### src/rtl/spcm_pkg.sv
// ----------------------------------------------------------------------------
// spcm_pkg
// Shared constants, codes and types of the strip coincidence map block.
// ----------------------------------------------------------------------------
package spcm_pkg;

  localparam int STRIPS_DEF      = 128;
  localparam int TIME_SLOTS_DEF  = 512;
  localparam int SAMPLE_BITS_DEF = 20;

  localparam int CFG_W = 12;
  localparam int SUM_W = 48;

  // input word kinds
  localparam logic [1:0] KIND_SAMPLE = 2'd0;
  localparam logic [1:0] KIND_READ   = 2'd1;
  localparam logic [1:0] KIND_FLUSH  = 2'd2;
  localparam logic [1:0] KIND_NONE   = 2'd3;

  // queued operation codes
  localparam logic [1:0] OP_SAMPLE = 2'd0;
  localparam logic [1:0] OP_SKIP   = 2'd1;
  localparam logic [1:0] OP_READ   = 2'd2;
  localparam logic [1:0] OP_FLUSH  = 2'd3;

  // register indexes
  localparam logic REG_OFFSET = 1'b0;
  localparam logic REG_THRESH = 1'b1;

  localparam logic [CFG_W-1:0] OFFSET_RST = 12'd72;
  localparam logic [CFG_W-1:0] THRESH_RST = 12'd16;

  typedef struct packed {
    logic [CFG_W-1:0] offset;
    logic [CFG_W-1:0] thresh;
  } cfg_t;

  function automatic logic signed [SUM_W-1:0] sat_sum(input logic signed [SUM_W+1:0] v);
    logic [2:0] top;
    top = v[SUM_W+1:SUM_W-1];
    if (top == 3'b000 || top == 3'b111) begin
      return v[SUM_W-1:0];
    end else if (v[SUM_W+1]) begin
      return {1'b1, {(SUM_W-1){1'b0}}};
    end else begin
      return {1'b0, {(SUM_W-1){1'b1}}};
    end
  endfunction

endpackage

### src/rtl/spcm_front.sv
// ----------------------------------------------------------------------------
// spcm_front
// Accepts input words, range-checks them and packs them into queue entries.
// ----------------------------------------------------------------------------
module spcm_front import spcm_pkg::*; #(
  parameter int STRIPS      = STRIPS_DEF,
  parameter int TIME_SLOTS  = TIME_SLOTS_DEF,
  parameter int SAMPLE_BITS = SAMPLE_BITS_DEF,
  localparam int XW = $clog2(STRIPS),
  localparam int CW = $clog2(2 * STRIPS),
  localparam int TW = (TIME_SLOTS > 1) ? $clog2(TIME_SLOTS) : 1,
  localparam int W  = 3 + TW + CW + SAMPLE_BITS + 2 * XW
) (
  input  logic                          in_valid,
  output logic                          in_ready,
  input  logic [1:0]                    in_kind,
  input  logic [8:0]                    in_time_slot,
  input  logic [8:0]                    in_strip_channel,
  input  logic signed [SAMPLE_BITS-1:0] in_sample_value,
  input  logic [7:0]                    in_bin_x,
  input  logic [7:0]                    in_bin_y,
  input  logic                          clearing,
  input  logic                          q_full,
  output logic                          push,
  output logic [W-1:0]                  push_data
);

  logic [1:0]    op;
  logic          ok, ch_ok, slot_ok, bin_ok;
  logic [TW-1:0] slot;
  logic [CW-1:0] chan;
  logic [XW-1:0] bx, by;

  always_comb begin
    ch_ok   = (in_strip_channel != 9'd0) && ({23'd0, in_strip_channel} <= 32'(2 * STRIPS));
    slot_ok = {23'd0, in_time_slot} < 32'(TIME_SLOTS);
    bin_ok  = (in_bin_x != 8'd0) && ({24'd0, in_bin_x} <= 32'(STRIPS)) &&
              (in_bin_y != 8'd0) && ({24'd0, in_bin_y} <= 32'(STRIPS));
    op = OP_SKIP;
    ok = 1'b0;
    case (in_kind)
      KIND_SAMPLE: begin
        op = (ch_ok && slot_ok) ? OP_SAMPLE : OP_SKIP;
      end
      KIND_READ: begin
        op = OP_READ;
        ok = bin_ok;
      end
      KIND_FLUSH: begin
        op = OP_FLUSH;
      end
      default: begin
        op = OP_SKIP;
      end
    endcase
  end

  assign slot = TW'(in_time_slot);
  assign chan = CW'(in_strip_channel - 9'd1);
  assign bx   = XW'(in_bin_x - 8'd1);
  assign by   = XW'(in_bin_y - 8'd1);

  assign in_ready  = !q_full && !clearing;
  // unused kind is taken and dropped here
  assign push      = in_valid && in_ready && (in_kind != KIND_NONE);
  assign push_data = {op, ok, slot, chan, in_sample_value, bx, by};

endmodule

### config.mk
export PLATFORM = sky130hd
export DESIGN_NAME = spcm_front
export DESIGN_NICKNAME = d
export VERILOG_FILES = /design/src/rtl/spcm_pkg.sv /design/src/rtl/spcm_front.sv
export SDC_FILE = /design/constraint.sdc
export NUM_CORES = 1
export LEC_CHECK = 0
export BUFFER_PORTS_ARGS = -buffer_cell sky130_fd_sc_hd__buf_2
export CAP_MARGIN = 20
export CORE_ASPECT_RATIO = 1.5
export CORE_MARGIN = 5
export CORE_UTILIZATION = 31
export DETAILED_ROUTE_END_ITERATION = 7
export PLACE_DENSITY = 0.85
export RECOVER_POWER = 100
export SYNTH_ARGS = -nofsm -noshare
export SYNTH_HDL_FRONTEND = slang
export SYNTH_SLANG_ARGS = --single-unit
export TNS_END_PERCENT = 100
### constraint.sdc
create_clock -name vclk -period 2.2
set_input_delay 0.44 -clock vclk [all_inputs]
set_output_delay 0.44 -clock vclk [all_outputs]
set_load 0.05 [all_outputs]
==> Word-level counts from Yosys, hierarchy flattened <==
Index checks and enable logic that the tools add are counted.
{ "op_classes": {"n_addsub": 3, "order_cmp": 3, "eq_ne": 3, "muxes": 3, "reduce_logical": 13} }
{ "ops": {"columns": ["cell", "n"], "rows": [
  ["8-bit <= comparator (second input constant)", 2],
  ["8-bit nonzero test", 2],
  ["7-bit by 1-bit subtractor with 7-bit output (second input constant)", 2],
  ["9-bit <= comparator (second input constant)", 1],
  ["9-bit nonzero test", 1],
  ["8-bit by 1-bit subtractor with 8-bit output (second input constant)", 1],
  ["1-bit logical AND", 7],
  ["2-bit case mux with 3 select lines", 1],
  ["2-bit by 1-bit == test with 1-bit output (second input constant)", 1],
  ["2-bit == test (second input constant)", 1],
  ["1-bit zero test", 2],
  ["2-bit zero test", 1],
  ["1-bit 2-to-1 mux", 2],
  ["2-bit inequality test (second input constant)", 1]
]} }
{ "totals": {"reg_bits": 0, "in_bits": 59, "out_inout_bits": 56} }

==> Depth between registers and ports, before layout <==
{ "logic_depth": {"depth_word": 5, "ltp_mapped": 6, "depth_no_buf": 5} }

==> Worst setup path after synthesis <==
OpenSTA, ideal clock, no wires.
{ "synth_timing": {"kind": "input port to output port", "from": "input in_kind[0]", "to": "output push", "arrival_time_ps": 2232, "setup_slack_ps": -472, "cell_stages": 2, "path_buffers": 0, "path_cell_list": "ha_1 -> nor4b_1"} }
{ "synth_via": {"elab_chain_cells": 2} }
{ "synth_lines": {"columns": ["element", "line_no", "rtl"], "rows": [
  ["from (decl)", "spcm_front.sv:16", "input logic [1:0] in_kind,"],
  ["2-bit inequality test", "spcm_front.sv:65", "assign push = in_valid && in_ready && (in_kind != KIND_NONE);"],
  ["1-bit logical AND", "spcm_front.sv:65", null],
  ["to (decl)", "spcm_front.sv:24", "output logic push,"]
]} }
No other way between the ends.

==> Worst setup path after layout <==
{ "layout_timing": {"from": "input in_bin_y[2]", "to": "output push_data[5]"} }
{ "layout_via": {"elab_chain_cells": 1} }
{ "layout_lines": {"columns": ["element", "line_no", "rtl"], "rows": [
  ["from (decl)", "spcm_front.sv:21", "input logic [7:0] in_bin_y,"],
  ["7-bit by 1-bit subtractor with 7-bit output", "spcm_front.sv:61", "assign by = XW'(in_bin_y - 8'd1);"],
  ["to (decl)", "spcm_front.sv:25", "output logic [W-1:0] push_data"]
]} }
No other way between the ends.

==> results.tsv <==
stage	metric	value	unit
synth	mean post-synth cell area	7.349	µm²
global_routing	global-route wire length before repair	3153	µm
setup_path	CP required	1760	ps
place	Final Wtd Congestion	0.7350	
power_and_ir_drop	Max VDD drop	0.1707	mV
synth	post-synth top area share	0.2975	
die	die height	70.52	µm
layout	commonest cells after routing, fill and taps aside	buf_2 (32), inv_1 (12), clkbuf_2 (12), clkbuf_1 (12)	
setup_path	crit end category	output pin	
timing	WHS	880.0	ps
global_routing	initial antenna violation count	0	
timing	Final period util	0.9709	
clock_network	Post-CTS Setup Bufs	0	
timing	final worst path period need	2136	ps
timing	final setup violation count	0	
timing	Final Hold Vio Count	0	
place	placed wire-length estimate	1761	µm
timing	Worst Tran Pin Value	606.0	ps
setup_path	CP arrival	1700	ps
synth	Syn Nets	171	
job	max cap viols	0	
synth	Cells after Synth	103	
synth	Synth Area in Compound Gates	0.06942	
synth	synth top area cells	buf_4 (30%), ha_1 (15%), xor2_1 (12%)	
timing	Sum Neg Setup Slack	0	ps
timing	final worst setup slack	64.06	ps
setup_path	Setup CP Type	in -> out	
drt	via count	767	
power_and_ir_drop	Lkg Pwr	0.5453	nW
synth	Synth Cell Area	757.0	µm²
synth	post-synthesis adder-cell area fraction	0.1488	
place	placed insts	164	
die	die width	50.35	µm
global_routing	vias in the first global route	785	
synth	Synth area leader	buf_4	
drt	drt pass-1 iters	4	
outcome	outcome	completed	
drt	drt initial violations	8	
timing	Rel. slew slack	0.5977	
die	area of the core	2395	µm²
layout	final std cells w/o fill	164	
layout	FF+latch count	0	
die	IO Count	115	
layout	share of layout cells above drive strength 1	0.5500	
global_routing	total track usage	0.1022	
timing	Final Max Tran Viols	0	
timing	Fmax	468.2	MHz
drt	Vias/cell	4.677	
layout	Final nets	210	
synth	sequential fraction of the synthesis area	0	
drt	post-route ant nets	0	
layout	leading cell type in the layout, fill and taps excluded	buf_2	
drt	wire per inst	11.88	µm
clock_network	CTS Hold Bufs	0	
worst_hold_path	Worst Hold Class	in -> out	
die	Die Area	3550	µm²
place	input/output buffers	57	
layout	FF+latch area	0	µm²
power_and_ir_drop	pwr dens	285.2	nW/µm²
layout	synthesis-to-layout area growth	39.67	%
layout	n_diodes	0	
layout	Fill cells	256	
synth	post-synthesis simple-gate area fraction	0.2463	
drt	drt drc	0	
layout	clock buffer count	0	
die	Initial Utilization	0.3161	
synth	distinct cell type count after synthesis	25	
die	row count	22	
setup_path	Worst setup SP type	primary input	
setup_path	critical path peak fanout	3	
global_routing	largest net degree at the start of global routing	6	
synth	XOR/XNOR share of the synthesized area	0.1736	
synth	Ys Warns	0	
place	pre-CTS worst setup slack	-18.21	ps
synth	mux contribution to synthesized area	0	
global_routing	Overflow after GRT	0	
synth	largest family of logic cells by synthesized area	buffers and inverters	
drt	WL final	1949	µm
[synth_stat cells (all sizes together) (2+ instances only)]
| cell | instances |
|---|---|
| buf | 30 |
| inv | 13 |
| xor2 | 10 |
| ha | 9 |
| nor2 | 7 |
| nand2 | 6 |
| xnor2 | 5 |
| nor4 | 4 |
| nor3 | 3 |
| nand4 | 2 |
| nor3b | 2 |
[worst paths after layout]
path | slack (ps) | end | depth (start not counted) | startpoint
setup / recovery | 60 | push_data[5] | 6 | in_bin_y[2]
hold / removal | 880 | push_data[17] | 0 | in_sample_value[3]
[where the power goes]
| group | internal, mW | switching (mW) | total [mW] |
|---|---|---|---|
| clock network | 0 | 0 | 0 |
| registers | 0 | 0 | 0 |
| logic | 0.0870 | 0.215 | 0.302 |
[cell type report]
cell class / count / area (µm²) / share of cell area
well taps: 24 / 30.03 / 0.02840
inverters: 13 / 52.55 / 0.04970
multi-input cells: 60 / 623.1 / 0.5894
repair buffers: 67 / 351.6 / 0.3325
[what timing repair did]
item / 4_1_cts / 5_1_grt
cloned: 0 / 0
resized for setup: 1 / 6
endpoints found under the setup margin: 1 / 5
[per-layer routing]
metal  global-route usage  part of all wire  up-vias
met5                    0                 0        -
met4              0.02273             0.018        0
met3              0.01919              0.16       12
met2               0.1874              0.51       49
met1               0.1186              0.31      325
li1                     -                 -      381
[worst max-delay path, cell delays in order]
cell and delay, ps:
buf_2 120, clkbuf_2 130, nor3_1 310, nor3b_2 270, xor2_1 150, buf_2 270
[cell families after synthesis]
family / count (synthesis)
buffers and inverters: 43
and+or+nand+nor: 30
xor gates and xnor gates: 15
adders and majority gates: 9
AOI/OAI and AO/OA: 6
[metrics by stage]
stage          utilization  instance area (µm²)  power, mW
2_1_floorplan            -                868.3     0.3411
3_3_place_gp        0.4316                 1033     0.2983
3_5_place_dp        0.4316                 1033     0.3028
4_1_cts             0.4326                 1036     0.3039
5_1_grt             0.4415                 1057     0.3219
6_report            0.4415                 1057     0.3016
No activity file was read; power rests on OpenSTA's default activity.
