`config.mk`:
```
export PLATFORM = sky130hd
export DESIGN_NAME = spcm_queue
export DESIGN_NICKNAME = d
export VERILOG_FILES = /design/src/rtl/spcm_queue.sv
export SDC_FILE = /design/constraint.sdc
export NUM_CORES = 1
export LEC_CHECK = 0
export ABC_AREA = 1
export BUFFER_PORTS_ARGS = -buffer_cell sky130_fd_sc_hd__buf_2
export CELL_PAD_IN_SITES_DETAIL_PLACEMENT = 1
export CELL_PAD_IN_SITES_GLOBAL_PLACEMENT = 1
export CORE_UTILIZATION = 39
export CTS_BUF_LIST = sky130_fd_sc_hd__clkbuf_16
export CTS_CLUSTER_SIZE = 24
export DETAILED_ROUTE_END_ITERATION = 10
export GPL_ROUTABILITY_DRIVEN = 0
export PLACE_DENSITY = 0.71
export RECOVER_POWER = 100
export SKIP_CTS_REPAIR_TIMING = 1
export SLEW_MARGIN = 25
export SYNTH_ARGS = -nofsm -noshare
export SYNTH_HDL_FRONTEND = slang
export SYNTH_SLANG_ARGS = --single-unit
export TNS_END_PERCENT = 20
```
`constraint.sdc`:
```
create_clock -name clk -period 1.2 [get_ports clk]
set_input_delay 0.3 -clock clk [delete_from_list [all_inputs] [get_ports clk]]
set_output_delay 0.3 -clock clk [all_outputs]
set_load 0.02 [all_outputs]
```
`src/rtl/spcm_queue.sv`:
```
// ----------------------------------------------------------------------------
// spcm_queue
// Two-entry queue between the classifying front and the processing back.
// ----------------------------------------------------------------------------
module spcm_queue #(
  parameter int W = 8
) (
  input  logic         clk,
  input  logic         rst_n,
  input  logic         push,
  input  logic [W-1:0] push_data,
  output logic         full,
  output logic         valid,
  output logic [W-1:0] data,
  input  logic         pop
);

  logic [W-1:0] mem_r [2];
  logic         wp_r, rp_r;
  logic [1:0]   cnt_r;

  always_ff @(posedge clk) begin
    if (!rst_n) begin
      wp_r  <= 1'b0;
      rp_r  <= 1'b0;
      cnt_r <= 2'd0;
    end else begin
      if (push) wp_r <= ~wp_r;
      if (pop) rp_r <= ~rp_r;
      case ({push, pop})
        2'b10:   cnt_r <= cnt_r + 2'd1;
        2'b01:   cnt_r <= cnt_r - 2'd1;
        default: cnt_r <= cnt_r;
      endcase
    end
  end

  always_ff @(posedge clk) begin
    if (push) mem_r[wp_r] <= push_data;
  end

  assign full  = (cnt_r == 2'd2);
  assign valid = (cnt_r != 2'd0);
  assign data  = mem_r[rp_r];

endmodule

```
# --- After elaboration in Yosys (flattened, before gate mapping) ---
# Memories as Yosys holds them, arrays and structs flattened. A register that Yosys moved wholly into a read port is not among the register bits.
# Index checks and enable logic that the tools add are counted.
op_classes:
  bitwise: 2
  eq_ne: 3
  reduce_logical: 2
  addsub: 2
  mux: 5
ops:
  columns: ["operator", "n"]
  rows:
  - ["$eq A2 B2 Y1 const B", 2]
  - ["$mux W1", 4]
  - ["$pmux W2 S2", 1]
  - ["$reduce_bool A2 Y1", 2]
  - ["$add A2 B1 Y2 const B", 1]
  - ["$eq A2 B1 Y1 const B", 1]
  - ["$not A1 Y1", 2]
  - ["$sub A2 B1 Y2 const B", 1]
word_totals:
  wordCells: 18
  ram_bits: 16
  mem_count: 1
  register_bits: 4
mem_list:
  columns: ["name", "depth", "width", "read_ports", "rd_ports_with_merged_regs", "write_ports", "line", "text"]
  rows:
  - ["mem_r", 2, 8, 1, 1, 1, "18", "logic [W-1:0] mem_r [2];"]

# --- Depth between registers and ports, before layout ---
# Gate-level depths: netlist of the first run.
depth:
  ltp_word: 3
  mapped_depth: 7

# --- Worst setup path after synthesis of the first run ---
# No wires, ideal clock.
synth_path:
  path_kind: "flip-flop to output port"
  start: "reg (tool-made name)"
  end: "out data[0]"
  path_stages_with_launch: 3
  path_slack_ns: 0.118
  n_path_buf: 1
  t_arrival_ns: 0.782
  cell_sequence: "dfxtp_1 > buf_6 > mux2_4"
synth_rtl:
  columns: ["element", "line", "text"]
  rows:
  - ["to (decl)", "14", "output logic [W-1:0] data,"]

==> run summary, run 1 <==
Ys Warns -> 0
RSZ-0062 raised after global routing -> true
largest cells by area after synthesis -> edfxtp_1, mux2_4, dfxtp_1
DRT iter0 DRCs -> 5
CP Launch Type -> flop
Core Area -> 1980 µm²
CP cell instances -> buf_12, mux2_4, buf_6
CP Class -> flop to output port
Hold Fails Final Rpt -> 0
die width -> 48.4 µm
Post-Route WL -> 1.44 mm
fill count -> 211
slack of the critical path -> -0.263 ns
final slew viol count -> 0
worst hold path class -> input port to flop
most frequent cell after synthesis -> edfxtp_1
Detailed Place HPWL -> 1.03 mm
Num CTS Buffers -> 3
final hold slack -> 0.244 ns
gr usage total -> 13.3%
Setup crit end kind -> output port
Clk pin slew, worst setup/hold paths -> 0.05 ns
drt pass-1 iters -> 3
Synth Flop Type -> edfxtp_1
dpl cell area -> 993 µm²
footprint of the multi-input gates -> 224 µm²
DRC viols -> 0
die area -> 2340 µm²
FP Rows -> 16
WL/cell -> 12.8 µm
failing checks -> negative setup slack
share of cells above drive strength 1 -> 39.5%
CTS tree -> yes
top cells by instance count after synthesis -> edfxtp_1, nor2_1, nand2_1
max incr delay on CP -> 0.34 ns
register bit count reported by yosys -> 21
final instance area -> 1120 µm²
root buf cell -> clkbuf_16
Final Critical Period -> 1.46 ns
drt via density -> 4.40
Sink Count -> 21
H-tree depth -> 1
CP Buf/Inv Count -> 2
Power, Total -> 1.79 mW
Final ANT Viol Nets -> 0
largest net degree at the start of global routing -> 12
post-synth top area cell -> edfxtp_1
Crit path required time -> 0.90 ns
Power Density -> 1590 nW/µm²
PortBufs -> 21
vias in the first global route -> 519
Max-Cap Viols -> 0
Layout area overhead -> 34.0%
vias after detailed routing -> 497
GR Overflow Total -> 0
part of the cycle the worst path needs -> 122%
run status -> finished, violations left
setup TNS -> -2.05 ns
Netlist cell types -> 11
Setup violations, final -> 8
Worst-Skew Late Latency -> 0.25 ns
initial antenna violation count -> 0
clock tree buffer depth -> 2
Worst EP arrival -> 1.16 ns
Crit path max-delay family -> flip-flops
Initial Util -> 42.3%
worst slack, placed -> -0.0489 ns
sequential share of the synthesized area -> 69.3%
Clock Skew -> 0.00139 ns
worst vdd ir -> 0.000816 V
Peak Freq -> 0.683 GHz
Gate Count Post-Synth -> 60
leakage power -> 0.487 nW
Mapped Area -> 838 µm²
Yosys top cell area share -> 57.3%
Die Span Y -> 48.4 µm
Worst-Margin Slew -> 0.340 ns
number of flops mapped to enable cells by yosys -> 16
ys async rst share -> 0%
# diodes -> 0
Crit-path slowest cell -> dfxtp_2
I/O pins -> 22
post-synthesis area per instance -> 14.0 µm²
crit-path max FO -> 8
Storage cell area -> 584 µm²
Final #Nets -> 100
max_slew headroom -> 77.3%
Mapped Nets -> 73
first-pass GRT wire length -> 2.28 mm
[final cells by class]
type,count,share of cell area [%]
Clock buffer,3,6.68
Clock inverter,1,0.334
Inverter,6,2.00
Multi-Input combinational cell,32,19.9
Sequential cell,21,52.0
Tap cell,27,3.01
Timing Repair Buffer,23,16.0
[registers in the layout, summed over array words and instances, names as in the netlist, named ones only]
name,flops
cnt_r,2
wp_r,1
rp_r,1
mem_r,16
[layout by cell type (no fill, tap or decap)]
cell / Yosys / final
edfxtp_1: 16 / 16
nor2_1: 11 / 11
nand2_1: 9 / 9
mux2_4: 8 / 8
buf_6: 1 / 8
buf_2: 0 / 7
inv_1: 6 / 6
clkbuf_1: 0 / 4
dfxtp_2: 0 / 3
clkbuf_16: 0 / 3
buf_4: 0 / 2
dfxtp_1: 5 / 2
inv_2: 0 / 1
o21ai_0: 1 / 1
a21oi_1: 1 / 1
nand4_1: 1 / 1
ha_1: 1 / 1
clkbuf_2: 0 / 1
buf_12: 0 / 1
[path summary, 6_finish.rpt]
kind	from	to	slack (ns)	depth (start not counted)
worst max-delay path	flop	data[1]	-0.26	3
worst min register to register	cnt_r[0]	cnt_r[0]	0.50	2
worst min-delay path	push_data[0]	mem_r[0][0]	0.24	1
worst max register to register	wp_r	mem_r[1][7]	0.18	2
[stage by stage]
step / std cells / util (%)
final: 113 / 56.7
after global placement: 109 / 50.1
after global routing: 113 / 56.7
after detailed placement: 109 / 50.1
after floorplan: 60 / -
after CTS: 113 / 54.1
[worst register-to-register path: cells and delay by family, from the launching register on]
kind	cells	cell delay [ns]
AND/OR/NAND/NOR	1	0.07
flip-flops	1	0.34
buffers and inverters	1	0.27
[kinds of logic after synthesis]
group | synth area share, %
AND/OR/NAND/NOR | 9.70
buffers and inverters | 4.03
multiplexers | 14.3
AO/OA/AOI/OAI | 1.19
flip-flops | 69.3
adder cells (fa/ha/maj) | 1.49
[power breakdown]
| part | total, mW | leakage, nW | internal (mW) | switching [mW] |
|---|---|---|---|---|
| sequential | 0.853 | 0.193 | 0.833 | 0.0203 |
| combinational | 0.267 | 0.252 | 0.135 | 0.133 |
| clock | 0.669 | 0.0423 | 0.443 | 0.227 |
| total | 1.79 | 0.487 | 1.41 | 0.379 |
[layer usage]
metal	vias up	global-route usage, %	part of all wire (%)
li1	257	-	-
met1	229	14.9	42
met2	11	22.8	55
met3	0	3.77	3.0
met4	0	7.35	0
met5	-	0	0
No activity file was read; power rests on OpenSTA's default activity.
==> run 2, diff against run 1 <==
--- a/config.mk
+++ b/config.mk
@@ -5,16 +5,15 @@
 export SDC_FILE = /design/constraint.sdc
 export NUM_CORES = 1
 export LEC_CHECK = 0
-export ABC_AREA = 1
 export BUFFER_PORTS_ARGS = -buffer_cell sky130_fd_sc_hd__buf_2
 export CELL_PAD_IN_SITES_DETAIL_PLACEMENT = 1
 export CELL_PAD_IN_SITES_GLOBAL_PLACEMENT = 1
-export CORE_UTILIZATION = 39
+export CORE_UTILIZATION = 40
 export CTS_BUF_LIST = sky130_fd_sc_hd__clkbuf_16
 export CTS_CLUSTER_SIZE = 24
 export DETAILED_ROUTE_END_ITERATION = 10
 export GPL_ROUTABILITY_DRIVEN = 0
-export PLACE_DENSITY = 0.71
+export PLACE_DENSITY = 0.72
 export RECOVER_POWER = 100
 export SKIP_CTS_REPAIR_TIMING = 1
 export SLEW_MARGIN = 25
==> run summary, run 2 <==
run status -> finished, violations left
failing checks -> negative setup slack
drt via density -> 4.55 (+3.5%)
most frequent cells in the layout -> edfxtp_1, buf_2, buf_6
Power, Total -> 1.84 mW (+2.9%)
fill count -> 179 (-15%)
largest family of logic cells by synthesized area -> multiplexers
I/O pins -> 22 (unchanged)
Peak Freq -> 0.683 GHz (about the same)
Worst-Margin Slew -> 0.359 ns (+0.0189 ns)
Hold Fails Final Rpt -> 0 (unchanged)
adder-cell share of the synthesized area -> 1.57% (+0.082 points)
leakage power -> 0.473 nW (-2.9%)
# diodes -> 0 (unchanged)
met1 GRT Util -> 17.1% (+2.2 points)
worst vdd ir -> 0.000996 V (+22%)
biggest regs -> mem_r x16, cnt_r x2
vias in the first global route -> 458 (-12%)
mux cell area share after synthesis -> 11.3% (-3.0 points)
Num CTS Buffers -> 3 (unchanged)
Mapped Nets -> 60 (-18%)
largest cells by area after synthesis -> edfxtp_1, dfxtp_1, mux2_2
sequential share of the synthesized area -> 73.1% (+3.8 points)
Core Area -> 1800 µm² (-9.1%)
Max-Cap Viols -> 0 (unchanged)
number of flops mapped to enable cells by yosys -> 16 (unchanged)
Clk pin slew, worst setup/hold paths -> 0.05 ns (about the same)
share of cells above drive strength 1 -> 48.8% (+9.2 points)
Sink Count -> 21 (unchanged)
largest net degree at the start of global routing -> 12 (unchanged)
first-pass GRT wire length -> 2.06 mm (-9.6%)
CTS tree -> yes
XOR/XNOR Fraction of Synth Area -> 3.31% (+3.3 points)
Ys Warns -> 0 (unchanged)
Netlist cell types -> 17 (+6)
GR Overflow Total -> 0 (unchanged)
Most Crowded Layer GR -> met2
RSZ-0062 raised after global routing -> true
Initial Util -> 44.1% (+1.8 points)
Gate Count Post-Synth -> 47 (-22%)
Post-Route WL -> 1.55 mm (+7.5%)
Crit path required time -> 0.90 ns (about the same)
Power Density -> 1600 nW/µm² (+0.75%)
Final ANT Viol Nets -> 0 (unchanged)
commonest non-fill, non-tap cell in the layout -> edfxtp_1
Synth Flop Type -> edfxtp_1
worst hold path class -> input port to flop
post-synth top area cell -> edfxtp_1
Yosys top cell area share -> 60.5% (+3.2 points)
Layout area overhead -> 44.4%
drt pass-1 iters -> 4 (+1)
compound-gate portion of the synthesized area -> 2.52% (+1.3 points)
Final #Nets -> 94 (-6.0%)
final hold slack -> 0.241 ns (-0.00227 ns)
setup TNS -> -2.20 ns (-0.149 ns)
Biggest register -> mem_r
register bit count reported by yosys -> 21 (unchanged)
initial antenna violation count -> 0 (unchanged)
Detailed Place HPWL -> 1.07 mm (+3.0%)
slack of the critical path -> -0.264 ns (-0.000721 ns)
GR met2 Demand/Resource -> 24.2% (+1.4 points)
Clock Skew -> 0.00314 ns (+0.00175 ns)
vias after detailed routing -> 478 (-3.8%)
crit-path max FO -> 5 (-3)
root buf cell -> clkbuf_16
GRT met3 Usage -> 3.53% (-0.24 points)
Final Critical Period -> 1.46 ns (+0.000721 ns)
top cells by instance count after synthesis -> edfxtp_1, mux2_2, dfxtp_1
most frequent cell after synthesis -> edfxtp_1
CP Launch Type -> flop
Worst EP arrival -> 1.16 ns (about the same)
gr usage total -> 14.0% (+0.68 points)
H-tree depth -> 1 (unchanged)
part of the cycle the worst path needs -> 122% (about the same)
CP Class -> flop to output port
WL/cell -> 14.8 µm (+16%)
die area -> 2170 µm² (-7.3%)
clock tree buffer depth -> 2 (unchanged)
ys async rst share -> 0% (unchanged)
final slew viol count -> 0 (unchanged)
FP Rows -> 15 (-1)
Die Span Y -> 46.6 µm (-3.7%)
DRC viols -> 0 (unchanged)
Mapped Area -> 795 µm² (-5.2%)
Worst-Skew Late Latency -> 0.25 ns (about the same)
Setup violations, final -> 10 (+2)
PortBufs -> 21 (unchanged)
simple-gate portion of the synthesized area -> 7.09% (-2.6 points)
Setup crit end kind -> output port
die width -> 46.6 µm (-3.7%)
post-synthesis area per instance -> 16.9 µm² (+21%)
max_slew headroom -> 76.1% (-1.2 points)
DRT iter0 DRCs -> 5 (unchanged)
max reg flops -> 16 (unchanged)
[run 2: changes by cell type after synthesis, sizes merged, moves of 2 or more]
cell | before | now
nor2 | 11 | 1
nand2 | 9 | 0
inv | 6 | 1
and2 | 0 | 4
xnor2 | 0 | 2
[run 2: critical path, stage by stage, from the launching register on]
cell	delay (ns)
dfxtp_2	0.34
buf_6	0.13
mux2_4	0.31
buf_6	0.13
[run 2: final cells by class]
cell class                 instances  area, µm²  area share [%]
clock buffer                       3       75.1            6.54
tap                               25       31.3            2.73
timing repair buffer              30        213            18.5
multi-input combinational         24        235            20.5
clock inverter                     1       3.75           0.327
inverter                           1       3.75           0.327
sequential                        21        586            51.0
[run 2: metal layers]
layer	vias up	share of wire [%]
met5	-	0
li1	234	-
met1	228	41
met2	16	55
met4	0	0
met3	0	4.2
[run 2: kinds of logic after synthesis]
family	count (synthesis)
muxes	8
adders and majority gates	1
and+or+nand+nor	9
DFF	21
buffers and inverters	2
xor gates and xnor gates	3
AOI/OAI and AO/OA	3
[run 2: path summary, 6_finish.rpt]
| path | from | endpoint | slack, ns | cells after the start |
|---|---|---|---|---|
| worst max-delay path | flop | data[3] | -0.26 | 3 |
| worst max register to register | wp_r | mem_r[0][4] | 0.07 | 2 |
| worst min register to register | cnt_r[1] | cnt_r[1] | 0.52 | 2 |
| worst min-delay path | push_data[4] | mem_r[1][4] | 0.24 | 1 |
[run 2: report_power, final]
part	leakage (nW)	internal (mW)	switching, mW
Clock	0.0423	0.443	0.227
Combinational	0.239	0.170	0.142
Sequential	0.193	0.836	0.0240
[run 2: metrics by stage]
step / instances / util (%) / area (µm²) / setup slack (ns)
3_5_place_dp: 101 / 55.1 / 993 / -0.127
4_1_cts: 105 / 59.5 / 1070 / -0.331
6_report: 105 / 63.7 / 1150 / -0.264
2_1_floorplan: 47 / - / 795 / 0.0278
5_1_grt: 105 / 63.7 / 1150 / -0.291
3_3_place_gp: 101 / 55.1 / 993 / -0.0943
